### config.mk
export PLATFORM = sky130hd
export DESIGN_NAME = dhl_range_reduce
export DESIGN_NICKNAME = d
export VERILOG_FILES = /design/src/design/dhl_pkg.sv /design/src/design/dhl_range_reduce.sv
export SDC_FILE = /design/constraint.sdc
export NUM_CORES = 1
export LEC_CHECK = 0
export ABC_AREA = 1
export BUFFER_PORTS_ARGS = -buffer_cell sky130_fd_sc_hd__buf_2
export CAP_MARGIN = 0
export CORE_UTILIZATION = 50
export DETAILED_ROUTE_END_ITERATION = 10
export PLACE_DENSITY = 0.66
export SYNTH_ARGS = -nofsm -noshare
export SYNTH_HDL_FRONTEND = slang
export SYNTH_SLANG_ARGS = --single-unit
### constraint.sdc
create_clock -name clk -period 3.5 [get_ports clk]
set_input_delay 0 -clock clk [delete_from_list [all_inputs] [get_ports clk]]
set_output_delay 0 -clock clk [all_outputs]
set_load 0.05 [all_outputs]
### src/design/dhl_pkg.sv
// Shared types and constants for the Denavit-Hartenberg link transform.
// Used by every module of the block; depends on nothing else.
package dhl_pkg;

	// Joint kinds: which link parameter takes the joint value.
	localparam logic [2:0] KIND_FIXED = 3'd0;
	localparam logic [2:0] KIND_ALPHA = 3'd1;
	localparam logic [2:0] KIND_THETA = 3'd2;
	localparam logic [2:0] KIND_R     = 3'd3;
	localparam logic [2:0] KIND_D     = 3'd4;

	// Register indexes on the configuration port.
	localparam logic [2:0] REG_D     = 3'd0;
	localparam logic [2:0] REG_THETA = 3'd1;
	localparam logic [2:0] REG_R     = 3'd2;
	localparam logic [2:0] REG_ALPHA = 3'd3;
	localparam logic [2:0] REG_KIND  = 3'd4;

	// Pi in Q61 and the limit CORDIC gain in Q30.
	localparam logic [63:0] PI_Q61 = 64'h6487ED5110B4611A;
	localparam logic signed [33:0] GAIN_Q30 = 34'sd652032874;

	// Arctangent of 2^-i in Q30.
	localparam logic [31:0] ATAN_Q30 [32] = '{
		32'h3243F6A8, 32'h1DAC6705, 32'h0FADBAFC, 32'h07F56EA6, 32'h03FEAB76,
		32'h01FFD55B, 32'h00FFFAAA, 32'h007FFF55, 32'h003FFFEA, 32'h001FFFFD,
		32'h000FFFFF, 32'h0007FFFF, 32'h0003FFFF, 32'h0001FFFF, 32'h0000FFFF,
		32'h00007FFF, 32'h00003FFF, 32'h00001FFF, 32'h00000FFF, 32'h000007FF,
		32'h000003FF, 32'h000001FF, 32'h000000FF, 32'h0000007F, 32'h0000003F,
		32'h0000001F, 32'h0000000F, 32'h00000008, 32'h00000004, 32'h00000002,
		32'h00000001, 32'h00000000
	};

	// One result beat.
	typedef struct packed {
		logic signed [31:0] rot_00;
		logic signed [31:0] rot_01;
		logic signed [31:0] rot_02;
		logic signed [31:0] rot_10;
		logic signed [31:0] rot_11;
		logic signed [31:0] rot_12;
		logic signed [31:0] rot_21;
		logic signed [31:0] rot_22;
		logic signed [31:0] pos_x;
		logic signed [31:0] pos_y;
		logic signed [31:0] pos_z;
	} result_t;

endpackage

### src/design/dhl_range_reduce.sv
// Angle wrap into [-pi, pi) and fold into [-pi/2, pi/2], one conditional subtract per stage.
// Depends on dhl_pkg for the value of pi.
module dhl_range_reduce #(
	parameter int FRAC_BITS = 16
) (
	input  logic               clk,
	input  logic               en,
	input  logic signed [32:0] ang,
	output logic signed [33:0] z_out,
	output logic               neg_out
);

	localparam longint unsigned PI_F =
		(dhl_pkg::PI_Q61 + (64'd1 << (60 - FRAC_BITS))) >> (61 - FRAC_BITS);
	localparam longint unsigned TWO_PI = 2 * PI_F;
	localparam longint unsigned BIAS = TWO_PI * ((64'd1 << 32) / TWO_PI + 1);
	localparam int STEPS = 33 - FRAC_BITS;
	localparam longint unsigned PI_Z = PI_F << (30 - FRAC_BITS);
	localparam logic signed [35:0] PI_Z_S = 36'(PI_Z);
	localparam logic signed [35:0] HALF_S = 36'(PI_Z >> 1);

	logic [35:0] u0;
	logic [35:0] u_s [STEPS];

	// Shift by pi and a multiple of two pi so that the value is never negative.
	assign u0 = 36'($signed({{3{ang[32]}}, ang})) + 36'(PI_F) + 36'(BIAS);

	// Long-division remainder by two pi, largest multiple first.
	for (genvar k = 0; k < STEPS; k++) begin : g_step
		localparam logic [35:0] SUB = 36'(TWO_PI << (STEPS - 1 - k));
		logic [35:0] prev;
		if (k == 0) begin : g_first
			assign prev = u0;
		end else begin : g_next
			assign prev = u_s[k-1];
		end
		always_ff @(posedge clk) begin
			if (en) begin
				u_s[k] <= (prev >= SUB) ? prev - SUB : prev;
			end
		end
	end

	// Recenter, scale to Q30 and fold the outer half-turns.
	logic signed [35:0] zc;
	logic signed [35:0] zf;
	logic               nf;
	always_comb begin
		zc = ($signed(u_s[STEPS-1]) - $signed(36'(PI_F))) <<< (30 - FRAC_BITS);
		zf = zc;
		nf = 1'b0;
		if (zc > HALF_S) begin
			zf = zc - PI_Z_S;
			nf = 1'b1;
		end else if (zc < -HALF_S) begin
			zf = zc + PI_Z_S;
			nf = 1'b1;
		end
	end

	always_ff @(posedge clk) begin
		if (en) begin
			z_out   <= 34'(zf);
			neg_out <= nf;
		end
	end

endmodule

; ---- Word-level counts from Yosys, hierarchy flattened
; Memories as Yosys holds them, arrays and structs flattened.
; Index checks and enable logic that the tools add are counted.
; Widths: inputs -> output; s select.
[classes]
add_sub_neg = 22
mul = 0
div = 0
order_cmp = 19
eq_ne = 0
shifts = 0
muxes = 22
bitwise = 0
n_reduce_logical = 0
[ops]
columns = operator, n
row1 = $mux 36, 17
row2 = $mux 34, 2
row3 = $ge 36x19->1 const B, 1
row4 = $ge 36x20->1 const B, 1
row5 = $ge 36x21->1 const B, 1
row6 = $ge 36x22->1 const B, 1
row7 = $ge 36x23->1 const B, 1
row8 = $ge 36x24->1 const B, 1
row9 = $ge 36x25->1 const B, 1
row10 = $ge 36x26->1 const B, 1
row11 = $ge 36x27->1 const B, 1
row12 = $ge 36x28->1 const B, 1
row13 = $ge 36x29->1 const B, 1
row14 = $ge 36x30->1 const B, 1
row15 = $ge 36x31->1 const B, 1
row16 = $ge 36x32->1 const B, 1
row17 = $ge 36x33->1 const B, 1
row18 = $ge 36x34->1 const B, 1
row19 = $ge 36x35->1 const B, 1
row20 = $gt 36x32->1 const B, 1
row21 = $lt 36x32->1 const B, 1
row22 = $sub 36x19->36 const B, 1
row23 = $sub 36x20->36 const B, 1
row24 = $sub 36x21->36 const B, 1
row25 = 20 further kinds, 22
[totals]
ff_bits = 35
latchBits = 0
mem_bits_rw = 612
mem_bits_ro = 0
input_bits = 35
out_inout_bits = 35
elab_cells = 66
mem_count = 1
[memory_table]
columns = memory, depth, width, read_ports, rd_ports_with_merged_regs, write_ports, line_no
row1 = u_s, 17, 36, 17, 0, 17, dhl_range_reduce.sv:23  ; logic [35:0] u_s [STEPS];

; ---- Depth between registers and ports, before layout
; Gate-level depths: netlist (run 1).
; An unclocked memory read counts as a cell.
[logic_depth]
ltp_word = 5
depth_mapped = 20
mapped_depth_nobuf = 20

; ---- Least setup slack after synthesis (run 1)
; Ideal clock, no wire load.
[synth_timing]
kind = flip-flop to flip-flop
startpoint = memory u_s[16][0] (netlist: u_s[0][576])
endpoint = register z_out[14] (data pin)
setup_ps = 258
t_arrival_ps = 2151
required_time_ps = 3242
slack_ps = 1091
path_stages_with_launch = 18
path_buffers = 1
synth_period_minus_slack_ps = 2409
cell_sequence = edfxtp_1 -> ha_1 -> nand2_2 -> nor2_4 -> nand2_4 -> nand2_2 -> nand2_2 -> nand3_2 -> nand2_1 -> nand2_1 -> buf_4 -> nand3_1 -> nand2_1 -> nor2_2 -> nand2_1 -> nand2_1 -> nand2_1 -> xor2_1
[synth_lines]
columns = element, line_no
row1 = start: declaration, dhl_range_reduce.sv:23
row2 = end signal: assignment, dhl_range_reduce.sv:63  ; z_out <= 34'(zf);
row3 = end: declaration, dhl_range_reduce.sv:9  ; output logic signed [33:0] z_out,

==> results.json, run 1 <==
{
  "outcome": "finished clean",
  "ys_warn_count": 0,
  "grt_pass1_vias": 22000,
  "ios": 70,
  "antenna_found_initial": 0,
  "drive_above_1_share_pct": 6.550,
  "start_util_pct": 50.50,
  "cts-root-buf": "clkbuf_16",
  "clock_latency_ps": 610,
  "port_buffers": 55,
  "core-area_sq_um": 64230,
  "synth-seq-cells": 617,
  "cts_buffer_depth": 3,
  "final.fill_count": 5531,
  "pwr-share-comb_pct": 20.2,
  "reg2reg_depth": 16,
  "max_cap_violations": 0,
  "whs_path_depth": 3,
  "dieArea_sq_um": 65890,
  "rsz0062_at_grt": "no",
  "numCtsBuffers": 70,
  "slew_viol_final": 0,
  "n_antenna_cell": 0,
  "synth_area_sq_um": 32440,
  "yosysMostFrequentCell": "nand2_1",
  "yosysTopAreaCell": "edfxtp_1",
  "antenna_left": 0,
  "cts_tree": "built",
  "synth_top_cell_area_share_pct": 57.12,
  "drt_first_pass_iters": 5,
  "p_sw_share_pct": 30.20,
  "nets": 3608,
  "cts.clk_slew.worst_paths_ps": 60,
  "powerDensity_nw_per_um2": 598.8,
  "vdd_drop_max_uv": 343.9,
  "wire_per_inst_microns": 14.36,
  "drc": 0,
  "period_needed_ps": 3274,
  "cts_sinks": 617,
  "hpwl_microns": 46780,
  "seqPwrFrac_pct": 47.8,
  "num_vias": 22710,
  "async_flop_share_pct": 0,
  "worst_pin_slew_ps": 704.5,
  "fin_tns_setup_ps": 0,
  "hold_viol": 0,
  "hold_path.class": "input port to register",
  "finalPower_mw": 21.94,
  "arrival_ps": 3630,
  "die_w_microns": 256.7,
  "setup_viol": 0,
  "final_core_util_pct": 57.03,
  "placed_area_sq_um": 33870,
  "cts_max_level": 3,
  "drt_iter0_drc": 1433,
  "finalCritPeriodShare_pct": 93.54,
  "rows": 93,
  "vias_per_cell": 5.094,
  "synth_common_cells": "757 x nand2_1, 617 x edfxtp_1, 422 x nor2_1",
  "die_y_microns": 256.7,
  "finClkSkew_ps": 16.91,
  "final_cell_area_sq_um": 36630,
  "relSlewSlack_pct": 52.90,
  "timing.fmax_ghz": 0.3055,
  "yosysUniqueCellTypes": 54,
  "wirelength_microns": 64000,
  "criticalPathCategory": "input port to register",
  "grt_pass1_wl_microns": 105400,
  "holdWs_ps": 268.3,
  "grt_max_degree": 113,
  "synthToLayoutAreaGrowth_pct": 12.94,
  "synth_area_leaders": "edfxtp_1 57%, nand2_1 8.8%, xor2_1 6.9%, nor2_1 4.9%, inv_1 4.7%",
  "grt_util_all_layers_pct": 19.51,
  "power.switching_mw": 6.624,
  "synth_ff_type": "edfxtp_1",
  "finalWeightedCongestion": 0.9236,
  "worst_setup_path_end_kind": "register",
  "p_leak_nw": 15.23,
  "avgSynthCellArea_sq_um": 9.602,
  "internal-power_mw": 15.31,
  "synth_cells": 3378,
  "grt_overflow_total": 0,
  "p_clk_share_pct": 32.0,
  "start_kind": "input port",
  "required_ps": 3850,
  "ys_seq_area_share_pct": 57.12,
  "synth_enable_flop_cells": 617,
  "crit_fanout": 5
}
==> layer usage <==
layer  part of all wire [%]  vias to the layer above  GRT usage (%)
met1                     42                    10570          23.32
met3                    3.3                      135          3.055
li1                       -                    11610              -
met2                     52                      393          35.49
met5                      0                        -              0
met4                    2.6                        0          6.713
==> power by group through the flow <==
| stage | Clock [mW] | Sequential [mW] | Combinational, mW |
|---|---|---|---|
| floorplan | 0 | 10.6 | 3.09 |
| global placement | 0 | 10.6 | 4.33 |
| detailed placement | 0 | 10.6 | 4.36 |
| CTS | 7.20 | 10.5 | 4.45 |
| global route | 7.47 | 10.6 | 5.01 |
| finish | 7.03 | 10.5 | 4.43 |
==> flip-flops by register name, summed over array words and instances, names as in the netlist <==
name / count
neg_out: 1
u_s: 596
z_out: 20
==> path summary, 6_finish.rpt <==
path	slack, ps	start	to
max reg2reg	530	u_s[0][576]$_DFFE_PP_	z_out[28]$_DFFE_PP_
max	230	ang[2]	u_s[0][31]$_DFFE_PP_
min	270	ang[0]	u_s[0][0]$_DFFE_PP_
min reg2reg	410	u_s[0][12]$_DFFE_PP_	u_s[0][48]$_DFFE_PP_
==> worst max-delay path, cell delays in order <==
cell	delay, ps
dlygate4sd3_1	530
buf_2	140
nand2_1	70
nor2_1	150
nand3_1	180
o21ai_4	240
nand3_1	170
nand3b_1	240
o21bai_2	210
nand2_1	180
a21boi_2	250
nand2_1	80
nand2_1	60
dlygate4sd3_1	540
nand2_1	50
dlygate4sd3_1	540
==> cells by family (layout without fill, tap and decap cells) <==
logic type                 after synthesis  count (layout)  share of synthesized area, %
xor gates and xnor gates               387             387                         10.51
DFF                                    617             617                         57.12
adders and majority gates               20              20                        0.7715
and+or+nand+nor                       1622            1622                         21.23
muxes                                    3               3                        0.1041
buffers and inverters                  459             670                         5.609
other                                    1              15                       0.01156
AOI/OAI and AO/OA                      269             269                         4.648
==> cell type report <==
type                    count  area, sq um  share of cell area, %
inverters                 412         1546                  4.222
multi-input cells        2316        12160                  33.19
flip-flops and latches    617        18530                  50.58
well taps                 855         1070                  2.920
clock inverters            41        389.1                  1.062
repair buffers            136         1129                  3.081
clock buffers              81         1814                  4.953
==> placed cells by master (no fill, tap or decap), drive strengths merged, types with 7 or more instances in the layout <==
cell | Yosys | layout
a21oi | 110 | 110
nor4 | 32 | 32
o22ai | 7 | 7
nor3 | 81 | 81
nand3b | 18 | 18
conb | 1 | 15
o211ai | 12 | 12
inv | 409 | 411
xnor2 | 130 | 130
buf | 36 | 82
clkbuf | 11 | 81
or2 | 17 | 17
o21ai | 106 | 106
nand2 | 768 | 768
ha | 20 | 20
xor2 | 257 | 257
edfxtp | 617 | 617
dlygate4sd3 | 0 | 54
nand3 | 199 | 199
nor2 | 432 | 432
nand4 | 73 | 73
a31oi | 7 | 7
clkinv | 3 | 32
==> what timing repair did <==
action / CTS / global route
buffers inserted: 0 / 0
gates resized for setup: 0 / 3
hold buffers: 54 / 0
endpoints found under the setup margin: 0 / 1
endpoints found under the hold margin: 101 / 0
==> metrics by stage <==
step                      setup slack (ps)  instances
after floorplan                       1091       3392
final                                226.2       4458
after global routing                 28.38       4458
after global placement               579.5       4282
after CTS                            17.66       4458
after detailed placement             544.4       4282
Note: power is estimated with default switching activity, not from simulation.
==> run 2: changes to the inputs <==
- PLACE_DENSITY: 0.66 -> 0.63
==> run 2 against run 1 <==
Sequential share of layout area increased by 0.14 points. Power decreased by 0.82%. Combinational power increased by 1%. Clock power decreased by 3.0%. Via count increased by 1.1%. Design area decreased by 0.28%. Sequential power about the same. Utilization decreased by 0.16 points. Maximum frequency increased by 0.30%. Non-clock buffer count increased by 1. Critical path depth increased by 1. Critical path type unchanged.
==> results.json, run 2 (synthesized netlist as in run 1, its figures left out) <==
{
  "crit_start": "ang[0]",
  "core-area_sq_um": 64230,
  "largest_reg_flops": 596,
  "finalCritPeriodShare_pct": 93.26,
  "n_antenna_cell": 0,
  "p_leak_nw": 15.20,
  "worst_pin_slew_ps": 777.4,
  "largest_register": "u_s",
  "cts_tree": "built",
  "cts_sinks": 617,
  "grt_util_all_layers_pct": 20.15,
  "drt_first_pass_iters": 6,
  "ios": 70,
  "r2r_end": "z_out[29]$_DFFE_PP_",
  "finalWorstSetupSlack_ps": 235.8,
  "hold_path.class": "input port to register",
  "crit_path_end": "u_s[0][18]$_DFFE_PP_",
  "antenna_found_initial": 0,
  "required_ps": 3840,
  "period_needed_ps": 3264,
  "final_core_util_pct": 56.87,
  "fin_tns_setup_ps": 0,
  "internal-power_mw": 15.08,
  "reg2reg_depth": 16,
  "hold_viol": 0,
  "outcome": "finished clean",
  "num_vias": 22960,
  "cts_buffer_depth": 3,
  "finalPower_mw": 21.76,
  "pre_cts_slack_ps": 426.9,
  "finalWeightedCongestion": 0.8960,
  "cts_max_level": 3,
  "cts.clk_slew.worst_paths_ps": 60,
  "drive_above_1_share_pct": 6.604,
  "whs_path_depth": 3,
  "power.switching_mw": 6.682,
  "setup_viol": 0,
  "vdd_drop_max_uv": 365.7,
  "postCtsSetupBuffers": 0,
  "synthToLayoutAreaGrowth_pct": 12.63,
  "rsz0062_at_grt": "no",
  "p_sw_share_pct": 30.71,
  "final_common_cell": "nand2_1",
  "grt_overflow_total": 0,
  "drc": 0,
  "reg.largest.list": "u_s (596), z_out (20), neg_out (1)",
  "die_w_microns": 256.7,
  "drt_iter0_drc": 1700,
  "dieArea_sq_um": 65890,
  "seqPwrFrac_pct": 48.0,
  "timing.fmax_ghz": 0.3064,
  "port_buffers": 55,
  "crit_fanout": 3,
  "rows": 93,
  "reg2reg_slack_ps": 460,
  "clock_latency_ps": 600,
  "final.fill_count": 5482,
  "arrival_ps": 3600,
  "pwr-share-comb_pct": 20.6,
  "die_y_microns": 256.7,
  "slew_viol_final": 0,
  "numCtsBuffers": 68,
  "wire_per_inst_microns": 14.87,
  "holdWs_ps": 270.4,
  "nets": 3607,
  "max_cap_violations": 0,
  "grt_max_degree": 101,
  "worst_setup_path_end_kind": "register",
  "rr_startpoint": "u_s[0][576]$_DFFE_PP_",
  "criticalPathCategory": "input port to register",
  "relSlewSlack_pct": 48.17,
  "antenna_left": 0,
  "start_kind": "input port",
  "hpwl_microns": 48110,
  "grt_pass1_vias": 22290,
  "finClkSkew_ps": 23.79,
  "start_util_pct": 50.50,
  "p_clk_share_pct": 31.3,
  "vias_per_cell": 5.150,
  "powerDensity_nw_per_um2": 595.6,
  "cts-root-buf": "clkbuf_16",
  "wirelength_microns": 66320,
  "mostFrequentLayoutCells": "757 x nand2_1, 617 x edfxtp_1, 422 x nor2_1, 405 x inv_1, 256 x xor2_1",
  "grt_pass1_wl_microns": 109300
}
run 2: changes by cell type in the layout (fill, tap and decap cells not counted), moves of 2 or more:
cell and change:
bufinv_16 -3, buf_12 -2, clkbuf_1 -3, buf_4 +3
clkinv_2 +5
run 2: how the worst min path moves through the flow:
stage           start               endpoint  slack (ps)
6_report       ang[3]    u_s[0][3]$_DFFE_PP_         270
5_1_grt        ang[0]    u_s[0][0]$_DFFE_PP_         240
4_1_cts        ang[1]    u_s[0][1]$_DFFE_PP_         210
3_5_place_dp   ang[1]    u_s[0][1]$_DFFE_PP_         310
3_3_place_gp   ang[0]    u_s[0][0]$_DFFE_PP_         290
2_1_floorplan      en  neg_out$_SDFFCE_PP1P_         110
run 2: per-layer routing:
layer | GRT usage, % | wire length [microns] | part of all wire [%]
met3 | 2.956 | 2401 | 3.6
met2 | 34.23 | 31860 | 48
met5 | 0 | 0 | 0
met4 | 5.440 | 1421 | 2.1
met1 | 26.92 | 30640 | 46
run 2: repair_timing:
item	in CTS	in global routing
setup endpoints to repair	0	1
endpoints found under the hold margin	109	0
hold buffers	54	0
gates resized for setup	0	1
run 2: metrics by stage:
step	cells	cell area, sq um
after floorplan	3392	32490
after global placement	4283	33860
after detailed placement	4283	33860
after CTS	4459	36530
after global routing	4459	36530
final	4459	36530
run 2: area by class of cell:
cell class                      count  area [sq um]  area share [%]
Clock buffer                       78          1803           4.935
Clock inverter                     44         327.8          0.8974
Inverter                          412          1546           4.233
Multi-Input combinational cell   2316         12150           33.25
Sequential cell                   617         18530           50.72
Tap cell                          855          1070           2.928
Timing Repair Buffer              137          1111           3.041
run 2: power by group through the flow:
stage | registers (mW) | logic (mW) | clock network (mW)
6_report | 10.4 | 4.49 | 6.82
5_1_grt | 10.6 | 5.08 | 7.27
4_1_cts | 10.5 | 4.51 | 7.01
3_5_place_dp | 10.6 | 4.43 | 0
3_3_place_gp | 10.6 | 4.38 | 0
2_1_floorplan | 10.6 | 3.09 | 0
run 2: critical path, cell delays in order:
cell and delay (ps):
dlygate4sd3_1 540, buf_2 130, ha_1 220, nand2_1 200, nor2_1 100, nand3_1 120
nand2_1 70, nand2_1 100, o21ai_1 110, a21oi_2 250, nor2_1 60, nor2_1 230
a21oi_1 130, o21ai_0 160, dlygate4sd3_1 570, nand2_1 50, dlygate4sd3_1 570
